--- config.mk ---
export PLATFORM = sky130hd
export DESIGN_NAME = qte_walker
export DESIGN_NICKNAME = d
export VERILOG_FILES = /design/src/hw/rtl/qte_pkg.sv /design/src/hw/rtl/qte_walker.sv
export SDC_FILE = /design/constraint.sdc
export NUM_CORES = 1
export LEC_CHECK = 0
export ABC_AREA = 1
export BUFFER_PORTS_ARGS = -buffer_cell sky130_fd_sc_hd__buf_2
export CAP_MARGIN = 25
export CORE_ASPECT_RATIO = 0.5
export CORE_UTILIZATION = 45
export DETAILED_ROUTE_END_ITERATION = 10
export HOLD_SLACK_MARGIN = 0.1
export PLACE_DENSITY_LB_ADDON = 0.05
export SYNTH_ARGS = -nofsm -noshare
export SYNTH_HDL_FRONTEND = slang
export SYNTH_SLANG_ARGS = --single-unit
--- constraint.sdc ---
create_clock -name clk -period 9.2 [get_ports clk]
set_input_delay 1.84 -clock clk [delete_from_list [all_inputs] [get_ports clk]]
set_output_delay 1.84 -clock clk [all_outputs]
set_load 0.02 [all_outputs]
--- src/hw/rtl/qte_pkg.sv ---
// ----------------------------------------------------------------------------
// qte_pkg
// Shared constants, types and address helpers of the quadtree encoder.
// ----------------------------------------------------------------------------
`timescale 1ns / 1ps
`default_nettype none

package qte_pkg;

	localparam int MAX_SIDE_LOG2 = 6;
	localparam int LEVEL_LIMIT   = 10;
	localparam int OFFSET_W      = 2 * LEVEL_LIMIT;

	localparam logic OP_LOAD  = 1'b0;
	localparam logic OP_FETCH = 1'b1;

	localparam logic [1:0] SYM_OPEN  = 2'd2;
	localparam logic [1:0] SYM_CLOSE = 2'd3;

	typedef struct packed {
		logic uni;
		logic val;
	} summary_t;

	typedef struct packed {
		logic busy;
		logic full;
	} load_stat_t;

	typedef struct packed {
		logic pix_we;
		logic sum_we;
	} store_wr_t;

	typedef struct packed {
		logic       valid;
		logic [1:0] symbol;
		logic       last;
		logic       error;
	} walk_res_t;

	// summaries of level d start after all nodes of the levels above it
	function automatic logic [OFFSET_W-1:0] node_addr(input logic [3:0] lvl,
		input logic [OFFSET_W-1:0] node);
		logic [OFFSET_W-1:0] off;
		off = '0;
		for (int j = 0; j < LEVEL_LIMIT; j++) begin
			if (j < int'(lvl)) begin
				off[2*j] = 1'b1;
			end
		end
		return off + node;
	endfunction

endpackage

`default_nettype wire

--- src/hw/rtl/qte_walker.sv ---
// ----------------------------------------------------------------------------
// qte_walker
// Depth-first walk over the node summaries, one symbol per fetch.
// ----------------------------------------------------------------------------
`timescale 1ns / 1ps
`default_nettype none

module qte_walker #(
	parameter  int MAX_SIDE_LOG2 = qte_pkg::MAX_SIDE_LOG2,
	localparam int LGW           = $clog2(MAX_SIDE_LOG2 + 1),
	localparam int PIX_AW        = 2 * MAX_SIDE_LOG2,
	localparam int SUM_DEPTH     = ((1 << PIX_AW) - 1) / 3,
	localparam int SUM_AW        = (SUM_DEPTH > 1) ? $clog2(SUM_DEPTH) : 1
) (
	input  wire logic               clk,
	input  wire logic               arst_n,
	input  wire logic               restart,
	input  wire logic               start,
	input  wire logic [LGW-1:0]     lg,
	input  wire logic               full,
	input  wire logic               take,
	output logic                    busy,
	output qte_pkg::walk_res_t      res,
	output logic [PIX_AW-1:0]       pix_raddr,
	input  wire logic               pix_rdata,
	output logic [SUM_AW-1:0]       sum_raddr,
	input  wire qte_pkg::summary_t  sum_rdata
);

	typedef enum logic [1:0] {W_IDLE, W_STEP, W_DATA, W_HOLD} state_t;

	state_t            state_q;
	logic [LGW-1:0]    level_q;
	logic [PIX_AW-1:0] path_q;
	logic              after_q;
	logic              done_q;
	logic [1:0]        sym_q;
	logic              last_q;
	logic              err_q;

	logic              bump;
	logic              step_after;
	logic [PIX_AW-1:0] step_path;
	logic              at_leaf;
	qte_pkg::summary_t node_sum;

	// the low digit of the path is the child index at the current level
	assign bump       = after_q && (level_q != '0) && (path_q[1:0] != 2'd3);
	assign step_after = after_q && !bump;
	assign step_path  = path_q + PIX_AW'(bump);
	assign at_leaf    = (level_q >= lg);

	assign pix_raddr = step_path;
	assign sum_raddr = SUM_AW'(qte_pkg::node_addr(4'(level_q), qte_pkg::OFFSET_W'(step_path)));

	always_comb begin
		if (at_leaf) begin
			node_sum.uni = 1'b1;
			node_sum.val = pix_rdata;
		end else begin
			node_sum = sum_rdata;
		end
	end

	assign busy       = (state_q != W_IDLE);
	assign res.valid  = (state_q == W_HOLD);
	assign res.symbol = sym_q;
	assign res.last   = last_q;
	assign res.error  = err_q;

	always_ff @(posedge clk or negedge arst_n) begin
		if (!arst_n) begin
			state_q <= W_IDLE;
			level_q <= '0;
			path_q  <= '0;
			after_q <= 1'b0;
			done_q  <= 1'b0;
		end else if (restart) begin
			state_q <= W_IDLE;
			level_q <= '0;
			path_q  <= '0;
			after_q <= 1'b0;
			done_q  <= 1'b0;
		end else begin
			unique case (state_q)
				W_IDLE: begin
					if (start) begin
						if (!full || done_q) begin
							sym_q   <= 2'd0;
							last_q  <= 1'b0;
							err_q   <= 1'b1;
							state_q <= W_HOLD;
						end else begin
							state_q <= W_STEP;
						end
					end
				end
				W_STEP: begin
					after_q <= step_after;
					err_q   <= 1'b0;
					if (!step_after) begin
						path_q  <= step_path;
						state_q <= W_DATA;
					end else begin
						// all four children done: close this node
						if (level_q != '0) begin
							level_q <= LGW'(level_q - 1'b1);
							path_q  <= step_path >> 2;
						end else begin
							path_q <= step_path;
						end
						sym_q   <= qte_pkg::SYM_CLOSE;
						last_q  <= (level_q <= LGW'(1));
						done_q  <= (level_q <= LGW'(1));
						state_q <= W_HOLD;
					end
				end
				W_DATA: begin
					if (node_sum.uni) begin
						sym_q   <= {1'b0, node_sum.val};
						after_q <= 1'b1;
						last_q  <= (level_q == '0);
						done_q  <= (level_q == '0);
					end else begin
						sym_q   <= qte_pkg::SYM_OPEN;
						last_q  <= 1'b0;
						level_q <= LGW'(level_q + 1'b1);
						path_q  <= path_q << 2;
					end
					state_q <= W_HOLD;
				end
				W_HOLD: begin
					if (take) begin
						state_q <= W_IDLE;
					end
				end
				default: state_q <= W_IDLE;
			endcase
		end
	end

endmodule

`default_nettype wire

== Word-level counts from Yosys, hierarchy flattened ==
Index checks and enable logic that the tools add are counted.
Word-level totals
  register bits: 23
  input port bits: 12
  output and inout port bits: 29
  logic and storage cells: 96
Cells by class
  add/sub/neg operators: 4
  $lt $le $gt $ge: 8
  eq/ne operators: 13
  multiplexer cells: 42
  bitwise gates (word level): 1
  reductions and logical operators: 20
Operators by type and width (number)
  $mux W12: 4
  $pmux W12 S2: 1
  $mux W2: 9
  $ne A3 B3 Y1 const B: 6
  $mux W1: 17
  $add A12 B1 Y12: 1
  $mux W3: 4
  $add A11 B11 Y11: 1
  $reduce_bool A3 Y1: 3
  $ne A2 B2 Y1 const B: 4
  $pmux W2 S4: 1
  $lt A1 B3 Y1 const A: 2
  $lt A2 B3 Y1 const A: 2
  $lt A3 B3 Y1 const A: 2
  $pmux W1 S2: 3
  $pmux W2 S3: 1
  $pmux W3 S2: 1
  $reduce_and A2 Y1: 3
  $reduce_and A6 Y1: 1
  $reduce_and A5 Y1: 1
  $eq A2 B2 Y1 const B: 2
  $reduce_and A4 Y1: 1
  $reduce_bool A2 Y1: 2
  $add A3 B1 Y3 const B: 1
  12 further kinds: 15

== Depth between registers and ports, before layout ==
  depth after elaboration: 8
  depth in mapped cells: 19
  gate-level depth less buffers: 19

== Worst setup path before layout ==
No wires, ideal clock.
  path type: reg-to-output
  start: register level_q[1]
  end: output port sum_raddr[7]
  arrival time: 2.974 ns
  required time: 7.360 ns
  slack: 4.386 ns
  stages on the path, launching flop included: 18
  path buffers: 0
  path through: dfrtp_1 inv_1 ha_1 nand2_2 inv_1 nor2_1 ha_1 ha_1 nand2_1 nor2_1 xor2_1 inv_1 ha_1 nand3_1 nand2_1 nand3_1 nand2_1 xor2_1
On the way
  cells in the longest elaborated chain, start to end: 5
  elaborated cells between the ends (all ways): 13
  those cells by class: 2 x add/sub; 4 x order compare; 4 x mux; 3 x reduce/logical
RTL lines
  start: declaration: line qte_walker.sv:33  | logic [LGW-1:0] level_q;
  start signal: assignment: line qte_walker.sv:107  | level_q <= LGW'(level_q - 1'b1);
  start signal: assignment: line qte_walker.sv:127  | level_q <= LGW'(level_q + 1'b1);
  $reduce_bool A3 Y1: line qte_walker.sv:48  | assign bump = after_q && (level_q != '0) && (path_q[1:0] != 2'd3);
  $logic_and A1 B1 Y1 (2 in a row): line qte_walker.sv:48
  $add A12 B1 Y12: line qte_walker.sv:50  | assign step_path = path_q + PIX_AW'(bump);
  net pix_raddr[4]: line qte_walker.sv:24  | output logic [PIX_AW-1:0] pix_raddr,
  $add A11 B11 Y11: line qte_pkg.sv:52  | return off + node;
  end: declaration: line qte_walker.sv:26  | output logic [SUM_AW-1:0] sum_raddr,
The timed path passes the listed nets, and every way through them passes these cells.

== Worst setup path after layout ==
  start: register level_q[1]
  end: output port sum_raddr[10]
On the way
  cells in the longest elaborated chain, start to end: 5
  elaborated cells between the ends (all ways): 17
  those cells by class: 2 x add/sub; 6 x order compare; 6 x mux; 3 x reduce/logical
RTL lines (line)
  $reduce_bool A3 Y1: qte_walker.sv:48
  $logic_and A1 B1 Y1 (2 in a row): qte_walker.sv:48
  $add A12 B1 Y12: qte_walker.sv:50
  $add A11 B11 Y11 *: qte_pkg.sv:52
Every way passes the cells marked *; elsewhere a longest branch is shown, timed or not.

==> key figures <==
CTS
  • Worst skew pair latency: 0.28 ns
  • Hold buffers post-CTS: 0
  • H-tree levels: 1
  • Clock sinks: 23
  • Reg clk slew, reported paths: 0.10 ns
  • Root Buffer: clkbuf_8
  • Clock Tree Buf Depth: 2
  • CTS Buf Count: 3
  • Setup Fix Bufs, Post-CTS: 0
  • Post-CTS sizing: 0
  • CTS tree: built

Power and ir drop
  • Maximum VDD drop: 0.000131 V
  • PwrDens: 333 nW/um^2
  • Total power: 0.884 mW
  • Leak: 1.45 nW

Synthesis
  • Seq/Total Area, Yosys: 25.1%
  • Ys flop type: dfrtp_1
  • Synthesized area: 2370 um^2
  • Mapped Cells: 329
  • Synth Register Bits: 23
  • Syn. warnings: 0
  • Synth Area per Inst: 7.20 um^2
  • Syn_nets: 360
  • Number of flops mapped to enable cells by yosys: 4
  • Post-synth ARST share: 82.6%
  • Synth cell types: 43

Layout
  • Area Overhead vs Synth: 12.0%
  • Final layout net count: 398
  • Final Util: 53.1%
  • Layout cells sized above 1: 23.0%
  • Leading cell types in the layout, fill and taps excluded: 80 x nand2_1, 42 x inv_1, 40 x buf_2, 28 x nand3_1, 20 x o21ai_0
  • Antenna Cells: 0
  • Commonest non-fill, non-tap cell in the layout: nand2_1

Timing
  • TNS Setup: 0 ns
  • Setup violators final: 0
  • Worst-margin pin slew: 0.659 ns
  • Final period utilization: 58.7%
  • Final hold viol count: 0
  • Worst hold slack: 0.534 ns
  • RSZ-0062 raised after global routing: no
  • Max_slew headroom: 56.1%
  • Final Max Slew Viols: 0
  • Min Tclk post-route: 5.40 ns
  • Clk_skew: 0.00596 ns
  • F_max: 185 MHz
  • Final setup margin: 3.80 ns

Critical path
  • Critical path cell sequence: inv_1, ha_1, nand2_2, inv_1, nor2_1, ha_1, ha_1, nand2_1, nor2_1, xor2_1, inv_1, ha_1, nand3_1, a21oi_4, nand3_1, nand2_1, nand2_1, nand2_1, buf_2
  • Worst path bufs/invs: 4
  • Crit path max-delay family: adder cells
  • Max incr delay on CP: 0.42 ns
  • Crit Path Category: register to output pin
  • CP Capture Type: output pin
  • CP max stage cell: dfrtp_1
  • WP data required: 7.36 ns
  • Critical path fanouts, max: 5
  • Element type at the critical path start: register
  • Crit path DAT: 3.56 ns

Run
  • Number of max-cap violations: 0

Worst hold path
  • Type of the tightest min-delay check: register to register

Global routing
  • Total GRT Usage: 23.7%
  • Global route overflow: 0
  • Antenna violations before repair: 0
  • Largest net degree at the start of global routing: 21
  • Global-route wire length before repair: 10,200 um
  • Vias in the first global route: 2,046

Floorplanning
  • Ports: 41
  • Row cnt: 18
  • Starting density of the core: 47.4%
  • Core area: 5000 um^2
  • Die width: 105 um
  • Die footprint: 5580 um^2
  • Die Height: 53.3 um

Detailed routing
  • DRT Wirelength: 6030 um
  • Initial drt markers: 111
  • Residual DRC: 0
  • Vias: 2,232
  • Vias per inst: 5.12
  • Avg WL per Cell: 13.8 um
  • Pre-Repair DR Iteration Count: 4
  • Detail Route Antenna Nets: 0

Place
  • Post-place setup slack: 4.14 ns
  • Dpl hpwl: 4780 um
  • RePlAce Congestion: 0.858
  • Port Buffers: 40

Run status
  • Status: finished clean
[final timing paths]
check,from,end,slack [ns],cells after the start
max,level_q[1],sum_raddr[10],3.80,19
min,path_q[10],path_q[10],0.53,2
max reg2reg,state_q[0],path_q[4],6.48,11
min reg2reg,path_q[10],path_q[10],0.53,2
max in group asynchronous,arst_n,path_q[1],7.32,1
min in group asynchronous,arst_n,path_q[11],1.53,1
[metal layers]
layer / track usage [%] / vias to the layer above / part of all wire [%]
met2: 39.2 / 49 / 43
met5: 0 / - / 0
met1: 34.4 / 1030 / 53
met3: 3.33 / 2 / 4.2
li1: - / 1151 / -
met4: 1.41 / 0 / 0.066
[cell families after synthesis]
family	count (synthesis)	share of synthesized area [%]
muxes	1	0.422
AOI/OAI and AO/OA	57	15.2
buffers and inverters	57	10.2
adders and majority gates	19	10.0
and+or+nand+nor	161	35.0
DFF	23	25.1
xor gates and xnor gates	11	4.07
[worst reg2reg max path: cells and delay by family (launching register included)]
kind / cells / cell delay (ns)
flops: 1 / 0.42
fa+ha+maj: 1 / 0.61
simple gates: 6 / 0.89
buf+inv: 3 / 0.63
compound gates: 1 / 0.06
[cell type report]
cell class | count | area (um^2)
Sequential cell | 23 | 596
Fill cell | 527 | 2350
Timing Repair Buffer | 40 | 200
Clock buffer | 3 | 41.3
Tap cell | 70 | 87.6
Clock inverter | 1 | 7.51
Inverter | 50 | 189
Multi-Input combinational cell | 249 | 1530
[sequential cells by signal (all words and copies together), names as in the netlist]
| signal | cells |
|---|---|
| path_q | 12 |
| level_q | 3 |
| state_q | 2 |
| sym_q | 2 |
| after_q | 1 |
| done_q | 1 |
| err_q | 1 |
| last_q | 1 |
[per-stage QoR]
step           std cells  area (um^2)
4_1_cts              436         2650
3_3_place_gp         432         2610
5_1_grt              436         2650
3_5_place_dp         432         2610
6_report             436         2650
2_1_floorplan        329         2370
[cell usage after synthesis, drive strengths merged, types with 2 or more instances]
master / number / area (um^2)
dfrtp: 19 / 475
nand4: 7 / 43.8
nor3: 2 / 15.0
a211oi: 2 / 15.0
inv: 49 / 184
o21ai: 27 / 139
nand2: 91 / 389
edfxtp: 4 / 120
clkbuf: 2 / 7.51
nand3: 33 / 205
and2: 2 / 15.0
o211ai: 6 / 45.0
buf: 5 / 45.0
ha: 19 / 238
xor2: 9 / 78.8
nor2: 25 / 154
a21oi: 15 / 90.1
a31oi: 2 / 27.5
xnor2: 2 / 17.5
[power by group]
group          leakage [nW]  total, mW  internal (mW)  switching (mW)
registers             0.290      0.195          0.144          0.0503
clock network        0.0217     0.0690         0.0308          0.0382
logic                  1.13      0.620          0.202           0.418
(Power assumes the default switching activity.)
