**src/hw/rtl/qte_pkg.sv**
```systemverilog
// ----------------------------------------------------------------------------
// qte_pkg
// Shared constants, types and address helpers of the quadtree encoder.
// ----------------------------------------------------------------------------
`timescale 1ns / 1ps
`default_nettype none

package qte_pkg;

	localparam int MAX_SIDE_LOG2 = 6;
	localparam int LEVEL_LIMIT   = 10;
	localparam int OFFSET_W      = 2 * LEVEL_LIMIT;

	localparam logic OP_LOAD  = 1'b0;
	localparam logic OP_FETCH = 1'b1;

	localparam logic [1:0] SYM_OPEN  = 2'd2;
	localparam logic [1:0] SYM_CLOSE = 2'd3;

	typedef struct packed {
		logic uni;
		logic val;
	} summary_t;

	typedef struct packed {
		logic busy;
		logic full;
	} load_stat_t;

	typedef struct packed {
		logic pix_we;
		logic sum_we;
	} store_wr_t;

	typedef struct packed {
		logic       valid;
		logic [1:0] symbol;
		logic       last;
		logic       error;
	} walk_res_t;

	// summaries of level d start after all nodes of the levels above it
	function automatic logic [OFFSET_W-1:0] node_addr(input logic [3:0] lvl,
		input logic [OFFSET_W-1:0] node);
		logic [OFFSET_W-1:0] off;
		off = '0;
		for (int j = 0; j < LEVEL_LIMIT; j++) begin
			if (j < int'(lvl)) begin
				off[2*j] = 1'b1;
			end
		end
		return off + node;
	endfunction

endpackage

`default_nettype wire

```
**src/hw/rtl/qte_loader.sv**
```systemverilog
// ----------------------------------------------------------------------------
// qte_loader
// Writes each pixel and updates the summary of every enclosing node.
// ----------------------------------------------------------------------------
`timescale 1ns / 1ps
`default_nettype none

module qte_loader #(
	parameter  int MAX_SIDE_LOG2 = qte_pkg::MAX_SIDE_LOG2,
	localparam int LGW           = $clog2(MAX_SIDE_LOG2 + 1),
	localparam int PIX_AW        = 2 * MAX_SIDE_LOG2,
	localparam int SUM_DEPTH     = ((1 << PIX_AW) - 1) / 3,
	localparam int SUM_AW        = (SUM_DEPTH > 1) ? $clog2(SUM_DEPTH) : 1
) (
	input  wire logic               clk,
	input  wire logic               arst_n,
	input  wire logic               restart,
	input  wire logic               start,
	input  wire logic               pixel,
	input  wire logic [LGW-1:0]     lg,
	output qte_pkg::load_stat_t     stat,
	output qte_pkg::store_wr_t      wr,
	output logic [PIX_AW-1:0]       pix_waddr,
	output logic                    pix_wdata,
	output logic [SUM_AW-1:0]       sum_waddr,
	output qte_pkg::summary_t       sum_wdata,
	output logic [SUM_AW-1:0]       sum_raddr,
	input  wire qte_pkg::summary_t  sum_rdata
);

	typedef enum logic [1:0] {L_IDLE, L_PIX, L_SWEEP} state_t;

	state_t                   state_q;
	logic [MAX_SIDE_LOG2-1:0] row_q;
	logic [MAX_SIDE_LOG2-1:0] col_q;
	logic                     full_q;
	logic                     px_q;
	logic [PIX_AW-1:0]        morton_q;
	logic [LGW-1:0]           lvl_s1;
	logic [PIX_AW-1:0]        node_s1;
	logic                     first_s1;

	logic [MAX_SIDE_LOG2-1:0] side_mask;
	logic [PIX_AW-1:0]        morton;
	logic [LGW-1:0]           rd_lvl;
	logic [PIX_AW-1:0]        rd_node;

	function automatic logic [PIX_AW-1:0] interleave(input logic [MAX_SIDE_LOG2-1:0] r,
		input logic [MAX_SIDE_LOG2-1:0] c);
		logic [PIX_AW-1:0] m;
		for (int i = 0; i < MAX_SIDE_LOG2; i++) begin
			m[2*i]   = c[i];
			m[2*i+1] = r[i];
		end
		return m;
	endfunction

	assign side_mask = ~({MAX_SIDE_LOG2{1'b1}} << lg);
	assign morton    = interleave(row_q, col_q);

	always_comb begin
		if (state_q == L_PIX) begin
			rd_lvl  = LGW'(lg - 1'b1);
			rd_node = morton_q >> 2;
		end else begin
			rd_lvl  = LGW'(lvl_s1 - 1'b1);
			rd_node = node_s1 >> 2;
		end
	end

	assign sum_raddr = SUM_AW'(qte_pkg::node_addr(4'(rd_lvl), qte_pkg::OFFSET_W'(rd_node)));
	assign sum_waddr = SUM_AW'(qte_pkg::node_addr(4'(lvl_s1), qte_pkg::OFFSET_W'(node_s1)));

	always_comb begin
		if (first_s1) begin
			sum_wdata.uni = 1'b1;
			sum_wdata.val = px_q;
		end else begin
			sum_wdata.uni = sum_rdata.uni && (sum_rdata.val == px_q);
			sum_wdata.val = sum_rdata.val;
		end
	end

	assign pix_waddr  = morton_q;
	assign pix_wdata  = px_q;
	assign wr.pix_we  = (state_q == L_PIX);
	assign wr.sum_we  = (state_q == L_SWEEP);
	assign stat.busy  = (state_q != L_IDLE);
	assign stat.full  = full_q;

	always_ff @(posedge clk or negedge arst_n) begin
		if (!arst_n) begin
			state_q  <= L_IDLE;
			row_q    <= '0;
			col_q    <= '0;
			full_q   <= 1'b0;
			lvl_s1   <= '0;
			first_s1 <= 1'b0;
		end else if (restart) begin
			state_q <= L_IDLE;
			row_q   <= '0;
			col_q   <= '0;
			full_q  <= 1'b0;
		end else begin
			unique case (state_q)
				L_IDLE: begin
					if (start && !full_q) begin
						px_q     <= pixel;
						morton_q <= morton;
						state_q  <= L_PIX;
						if (col_q == side_mask) begin
							col_q <= '0;
							if (row_q == side_mask) begin
								row_q  <= '0;
								full_q <= 1'b1;
							end else begin
								row_q <= row_q + 1'b1;
							end
						end else begin
							col_q <= col_q + 1'b1;
						end
					end
				end
				L_PIX: begin
					if (lg == '0) begin
						state_q <= L_IDLE;
					end else begin
						lvl_s1   <= rd_lvl;
						node_s1  <= rd_node;
						first_s1 <= (morton_q[1:0] == 2'b00);
						state_q  <= L_SWEEP;
					end
				end
				L_SWEEP: begin
					if (lvl_s1 == '0) begin
						state_q <= L_IDLE;
					end else begin
						lvl_s1   <= rd_lvl;
						node_s1  <= rd_node;
						first_s1 <= first_s1 && (node_s1[1:0] == 2'b00);
					end
				end
				default: state_q <= L_IDLE;
			endcase
		end
	end

endmodule

`default_nettype wire

```
**config.mk**
```make
export PLATFORM = sky130hd
export DESIGN_NAME = qte_loader
export DESIGN_NICKNAME = d
export VERILOG_FILES = /design/src/hw/rtl/qte_pkg.sv /design/src/hw/rtl/qte_loader.sv
export SDC_FILE = /design/constraint.sdc
export NUM_CORES = 1
export LEC_CHECK = 0
export ABC_CLOCK_PERIOD_IN_PS = 2750
export BUFFER_PORTS_ARGS = -buffer_cell sky130_fd_sc_hd__buf_2
export CORE_MARGIN = 8
export CORE_UTILIZATION = 40
export DETAILED_ROUTE_END_ITERATION = 10
export PLACE_DENSITY_LB_ADDON = 0.2
export SLEW_MARGIN = 10
export SYNTH_ARGS = -nofsm -noshare
export SYNTH_HDL_FRONTEND = slang
export SYNTH_SLANG_ARGS = --single-unit
```
**constraint.sdc**
```tcl
create_clock -name clk -period 2.75 [get_ports clk]
set_input_delay 0.275 -clock clk [delete_from_list [all_inputs] [get_ports clk]]
set_output_delay 0.275 -clock clk [all_outputs]
set_load 0.02 [all_outputs]
```
# Yosys cells after proc, flatten, opt, wreduce, memory -nomap -nowiden
# Index checks and enable logic that the tools add are counted.
[op_classes]
n_mux = 43
n_eq_ne = 9
bitwise = 2
add_sub_neg = 6
magnitude_cmp = 12
shifts = 1
n_reduce_logical = 22
[op_table]
columns = ["operator", "n"]
rows = [
  ["$mux W6", 9],
  ["$mux W12", 2],
  ["$pmux W12 S2", 1],
  ["$add A11 B11 Y11", 2],
  ["$mux W1", 19],
  ["$add A6 B1 Y6 const B", 2],
  ["$eq A6 B6 Y1", 2],
  ["$lt A1 B3 Y1 const A", 4],
  ["$lt A2 B3 Y1 const A", 4],
  ["$lt A3 B3 Y1 const A", 4],
  ["$reduce_and A4 Y1", 3],
  ["$reduce_bool A2 Y1", 6],
  ["$mux W10", 1],
  ["$mux W2", 5],
  ["$mux W3", 3],
  ["$logic_not A2 Y1", 3],
  ["$logic_not A3 Y1", 2],
  ["$not A6 Y6", 1],
  ["$pmux W2 S3", 1],
  ["$pmux W3 S2", 1],
  ["$shl A6 B3 Y6 const A", 1],
  ["$sub A3 B1 Y3 const B", 2],
  ["$reduce_and A5 Y1", 1],
  ["$ne A2 B2 Y1 const B", 2],
  ["other kinds (11)", 14],
]
[word_totals]
out_inout_bits = 41
inputBits = 10
word_cells = 104
ff_bits = 44

# Logic depth before layout (Yosys ltp)
[logic_depth]
word_depth = 8
ltp_mapped = 13
depth_no_buf = 13

# Least setup slack after synthesis
# No wires, ideal clock.
[synth_path]
path_kind = "register -> output"
from = "register state_q[1]"
to = "output port sum_raddr[9]"
required_time_ps = 2475
arrival_ps = 2999
setup_slack_ps = -524
path_stages_with_launch = 11
path_buffers = 2
cell_sequence = "dfrtp_1 -> inv_1 -> ha_1 -> clkbuf_1 -> buf_1 -> mux2_2 -> ha_1 -> a31oi_1 -> o21ai_0 -> a31oi_1 -> xnor2_1"
[synth_rtl]
columns = ["item", "line_no", "rtl"]
rows = [
  ["from (decl)", "qte_loader.sv:33", "state_t state_q;"],
  ["from (signal assigned)", "qte_loader.sv:93", "state_q <= L_IDLE;"],
  ["from (signal assigned)", "qte_loader.sv:100", "state_q <= L_IDLE;"],
  ["from (signal assigned)", "qte_loader.sv:110", "state_q <= L_PIX;"],
  ["to (decl)", "qte_loader.sv:27", "output logic [SUM_AW-1:0] sum_raddr,"],
]

# Worst setup path in the final report
[layout_path]
from = "register lvl_s1[0]"
to = "output port sum_waddr[10]"
[layout_via]
elab_chain_cells = 3
elab_cells_between_ends = 13
cone_classes = "1 x add/sub; 6 x order compare; 6 x mux"
[layout_rtl]
columns = ["item", "line_no", "rtl"]
rows = [
  ["from (decl)", "qte_loader.sv:39", "logic [LGW-1:0] lvl_s1;"],
  ["from (signal assigned)", "qte_loader.sv:128", "lvl_s1 <= rd_lvl;"],
  ["from (signal assigned)", "qte_loader.sv:138", "lvl_s1 <= rd_lvl;"],
  ["$lt A1 B3 Y1, or another cell as far along", "qte_pkg.sv:48", "if (j < int'(lvl)) begin"],
  ["$mux W1", "qte_pkg.sv:48", ""],
  ["$add A11 B11 Y11 *", "qte_pkg.sv:52", "return off + node;"],
  ["to (decl)", "qte_loader.sv:25", "output logic [SUM_AW-1:0] sum_waddr,"],
]
# Mark *: on every way between the ends. The rest lies on a longest branch, timed or not.

==> summary.md <==
The post-layout worst setup margin was -0.192 ns; the number of inserted diodes was 0. Die boundary width: 99.8 µm. Among all flip-flop cells after synthesis, the most frequent one is sky130_fd_sc_hd__edfxtp_1.

The number of endpoints failing setup at the final stage is 9, and the clock-pin slew reported for the worst setup and hold paths after clock tree synthesis is 0.08 ns. The via count of the first global-routing pass is 2,413, and the number of enable-type register cells in the synthesized netlist is 23. The count of cell types in the netlist came out at 48. Clock tree synthesis selected as its root buffer the cell sky130_fd_sc_hd__clkbuf_8.

The clock latency on the worst-skew pair came out at 0.29 ns. Across the run, the number of max-cap violations was 0. Signal routing reaches up to met4. In this run the number of H-tree levels came out at 2. The tightest hold path in the finished design has a slack of 0.151 ns. STA classifies the critical path startpoint as a register. The run finished, with violations left.

The total vias in the final route is 2,409. Dividing total power by cell area gives a power density of 1070 mW/mm². The tools report the number of primary I/O pins as 51. The number of vias per cell is 5.20, and the number of warning messages in the yosys log is 0.

Final weighted congestion of routability-driven global placement: 0.832. The wire-length estimate of the detail-placed layout is 5.49 mm. Entering global routing, the biggest net connects 19 pins. Counting the buffers created by CTS gives 5. The first TritonRoute pass finished after 4 iterations.

Final hold violation count: 0. At the pin with the least slew margin, the transition time is 0.626 ns. In this run, synthesis produced a sequential element count of 42.

The die area was 0.00996 mm². The worst pin sits at a relative slew slack of 58.3%. The number of port buffers came out at 50. Setup repair after global routing could not meet its margin everywhere.

The total nets after synthesis was 318; the share of flip-flops with an asynchronous set or reset was 45.2%. For this block, the routed nets add up to 7.43 mm of wire. The logs give 0 for the number of slew-limit violations in the final report and 41.4% for the starting density of the core. Dividing the final minimum period by the clock period gives 107%.

The tightest min-delay check is of the primary input to register type. At the worst endpoint, the required time is 2.48 ns. The first global-routing pass estimated 11.9 mm of wire. The final layout contains 402 nets. Across the VDD grid, the largest voltage drop is 0.329 mV. For this design, the sink count on the clock tree is 42. Data arrival time at the worst-slack endpoint: 2.67 ns. The floorplan core area is 0.00679 mm².

Across the routed clock network, the largest skew measured is 0.0106 ns. Relative to the synthesized area, the layout overhead comes to 35.3%. The largest fanout on the critical path came out at 4. The floorplan has 30 rows.

The number of nets still failing antenna checks after routing came out at 0. The die is 99.8 µm tall. The met1 wire length came out at 3.18 mm.

The residual overflow from global routing is 0, and the average wire per standard cell is 16.1 µm. The residual DRC count was 0. Counting along the longest clock path gives a buffer depth of 2. The initial DRC count came out at 83. The final reports fail on setup timing. The utilization after layout is 56.0%, and the all-layer global routing usage is 14.8%. Sequential cells were found to cover 41.5% of the synthesized design area.

The setup path with the least slack is of type register to primary output. For the met3 wire length, the log shows 326 µm. TritonCTS built the clock tree. After technology mapping, the gate count stands at 283. The met2 wire length came out at 3.87 mm.

The standby leakage power came out at 1.64 nW. For this run, the top clock speed supported by timing is 0.340 GHz. The final critical delay including setup and external delays came out at 2.94 ns. For the mapped cell area, the log shows 0.00281 mm².

The worst setup path is captured at a primary output. The number of antenna violations at the first check in global routing is 0. In the final layout, the share of cells above drive strength 1 is 39.2%. Post-synthesis average cell area: 9.93 µm².
placed cells by master (no fill, tap or decap), types with 3 or more instances in the layout:
| master | count |
|---|---|
| sky130_fd_sc_hd__inv_1 | 12 |
| sky130_fd_sc_hd__nand2_1 | 23 |
| sky130_fd_sc_hd__o21ai_2 | 3 |
| sky130_fd_sc_hd__buf_4 | 45 |
| sky130_fd_sc_hd__nand2b_1 | 4 |
| sky130_fd_sc_hd__o21ai_0 | 6 |
| sky130_fd_sc_hd__or3_1 | 3 |
| sky130_fd_sc_hd__nor2b_1 | 4 |
| sky130_fd_sc_hd__a31oi_1 | 6 |
| sky130_fd_sc_hd__nor2_1 | 19 |
| sky130_fd_sc_hd__mux2_2 | 9 |
| sky130_fd_sc_hd__dfrtp_1 | 16 |
| sky130_fd_sc_hd__xor2_1 | 12 |
| sky130_fd_sc_hd__a21o_1 | 5 |
| sky130_fd_sc_hd__inv_2 | 3 |
| sky130_fd_sc_hd__ha_1 | 18 |
| sky130_fd_sc_hd__buf_2 | 38 |
| sky130_fd_sc_hd__nor3_1 | 5 |
| sky130_fd_sc_hd__dfrtp_2 | 3 |
| sky130_fd_sc_hd__clkbuf_8 | 6 |
| sky130_fd_sc_hd__ha_4 | 7 |
| sky130_fd_sc_hd__a21oi_1 | 12 |
| sky130_fd_sc_hd__edfxtp_1 | 23 |
| sky130_fd_sc_hd__buf_6 | 3 |
| sky130_fd_sc_hd__a31oi_2 | 5 |
| sky130_fd_sc_hd__nand3_1 | 6 |
| sky130_fd_sc_hd__o31ai_1 | 4 |
| sky130_fd_sc_hd__xnor2_1 | 12 |
| sky130_fd_sc_hd__nand4_1 | 6 |
| sky130_fd_sc_hd__and3_1 | 4 |
timing repair:
| action | in CTS | in global routing |
|---|---|---|
| setup buffers | 9 | 8 |
| endpoints found under the hold margin | 7 | 0 |
| endpoints found under the setup margin | 11 | 11 |
| resized for setup | 38 | 28 |
| pin swaps | 18 | 21 |
| hold buffers | 1 | 0 |
Yosys cell counts (2+ instances only):
cell	number	area, µm²
sky130_fd_sc_hd__ha_1	25	313
sky130_fd_sc_hd__nand2_1	25	93.8
sky130_fd_sc_hd__edfxtp_1	23	691
sky130_fd_sc_hd__nor2_1	21	78.8
sky130_fd_sc_hd__dfrtp_1	19	475
sky130_fd_sc_hd__inv_1	17	63.8
sky130_fd_sc_hd__xnor2_1	14	123
sky130_fd_sc_hd__xor2_1	14	123
sky130_fd_sc_hd__a21oi_1	13	65.1
sky130_fd_sc_hd__a31oi_1	13	81.3
sky130_fd_sc_hd__mux2_2	10	113
sky130_fd_sc_hd__o21ai_0	10	50.1
sky130_fd_sc_hd__clkbuf_1	6	22.5
sky130_fd_sc_hd__nand3_1	6	30.0
sky130_fd_sc_hd__nand4_1	6	37.5
sky130_fd_sc_hd__a21o_1	5	37.5
sky130_fd_sc_hd__nor3_1	5	25.0
sky130_fd_sc_hd__and3_1	4	25.0
sky130_fd_sc_hd__nand2b_1	4	25.0
sky130_fd_sc_hd__nor2b_1	4	25.0
sky130_fd_sc_hd__o31ai_1	4	30.0
sky130_fd_sc_hd__or3_1	3	18.8
sky130_fd_sc_hd__a211oi_1	2	15.0
sky130_fd_sc_hd__a221o_1	2	20.0
sky130_fd_sc_hd__and2_1	2	12.5
sky130_fd_sc_hd__nand4b_1	2	17.5
sky130_fd_sc_hd__nor3b_1	2	15.0
sky130_fd_sc_hd__o311ai_0	2	17.5
metrics by stage:
stage	std cells	TNS (ns)	power (mW)	worst slack, ns	cell area, µm²
floorplan	283	0	2.26	0.0148	2860
global placement	438	-0.00389	2.96	-0.00389	3320
detailed placement	438	-0.101	2.98	-0.0712	3320
CTS	455	-1.12	3.79	-0.243	3640
global route	463	-2.46	4.32	-0.307	3800
finish	463	-1.00	4.05	-0.192	3800
registers in the layout, indices dropped and copies added, names as in the netlist:
signal     count
pix_waddr     12
node_s1       10
col_q          6
row_q          6
lvl_s1         3
state_q        2
first_s1       1
full_q         1
pix_wdata      1
where the power goes:
group	switching (mW)	internal, mW	total (mW)
Combinational	1.51	1.32	2.83
Clock	0.201	0.199	0.401
Sequential	0.0837	0.739	0.823
Total	1.79	2.26	4.05
area by class of cell:
cell class                      instances  area [µm²]
Tap cell                               96         120
Clock buffer                            7        86.3
Timing Repair Buffer                   87         572
Inverter                               17        68.8
Sequential cell                        42        1170
Multi-Input combinational cell        214        1790
Fill cell                             581        2990
cells by family (layout without fill, tap and decap cells):
group | Yosys count | count (layout) | synth area share, %
buf+inv | 27 | 111 | 4.05
mux | 10 | 10 | 4.01
compound gates | 64 | 64 | 15.3
fa+ha+maj | 25 | 25 | 11.1
xor+xnor | 28 | 28 | 8.73
flops | 42 | 42 | 41.5
simple gates | 87 | 87 | 15.3
routing by layer:
layer	track usage, %	vias to the layer above
li1	-	1195
met1	17.8	1159
met2	26.3	50
met3	2.98	5
met4	3.84	0
met5	0	-
worst max-delay path: stages (launching register included):
cell and delay, ns:
sky130_fd_sc_hd__dfrtp_2 0.46, sky130_fd_sc_hd__buf_4 0.16, sky130_fd_sc_hd__ha_4 0.15, sky130_fd_sc_hd__o21ai_2 0.11, sky130_fd_sc_hd__ha_1 0.26, sky130_fd_sc_hd__a21o_1 0.22, sky130_fd_sc_hd__a31oi_2 0.21, sky130_fd_sc_hd__nor2_2 0.07
sky130_fd_sc_hd__o311ai_2 0.28, sky130_fd_sc_hd__buf_4 0.16, sky130_fd_sc_hd__xor2_1 0.13, sky130_fd_sc_hd__buf_4 0.16
worst paths after layout:
kind,startpoint,endpoint,slack [ns],depth (start not counted)
worst max-delay path,lvl_s1[0],sum_waddr[10],-0.19,11
worst min-delay path,pixel,pix_wdata,0.15,1
worst max register to register,state_q[1],node_s1[8],0.52,6
worst min register to register,pix_waddr[1],first_s1,0.53,3
max in group asynchronous,arst_n,col_q[0],1.92,3
min in group asynchronous,arst_n,state_q[1],0.37,2
No activity file was read; power rests on OpenSTA's default activity.
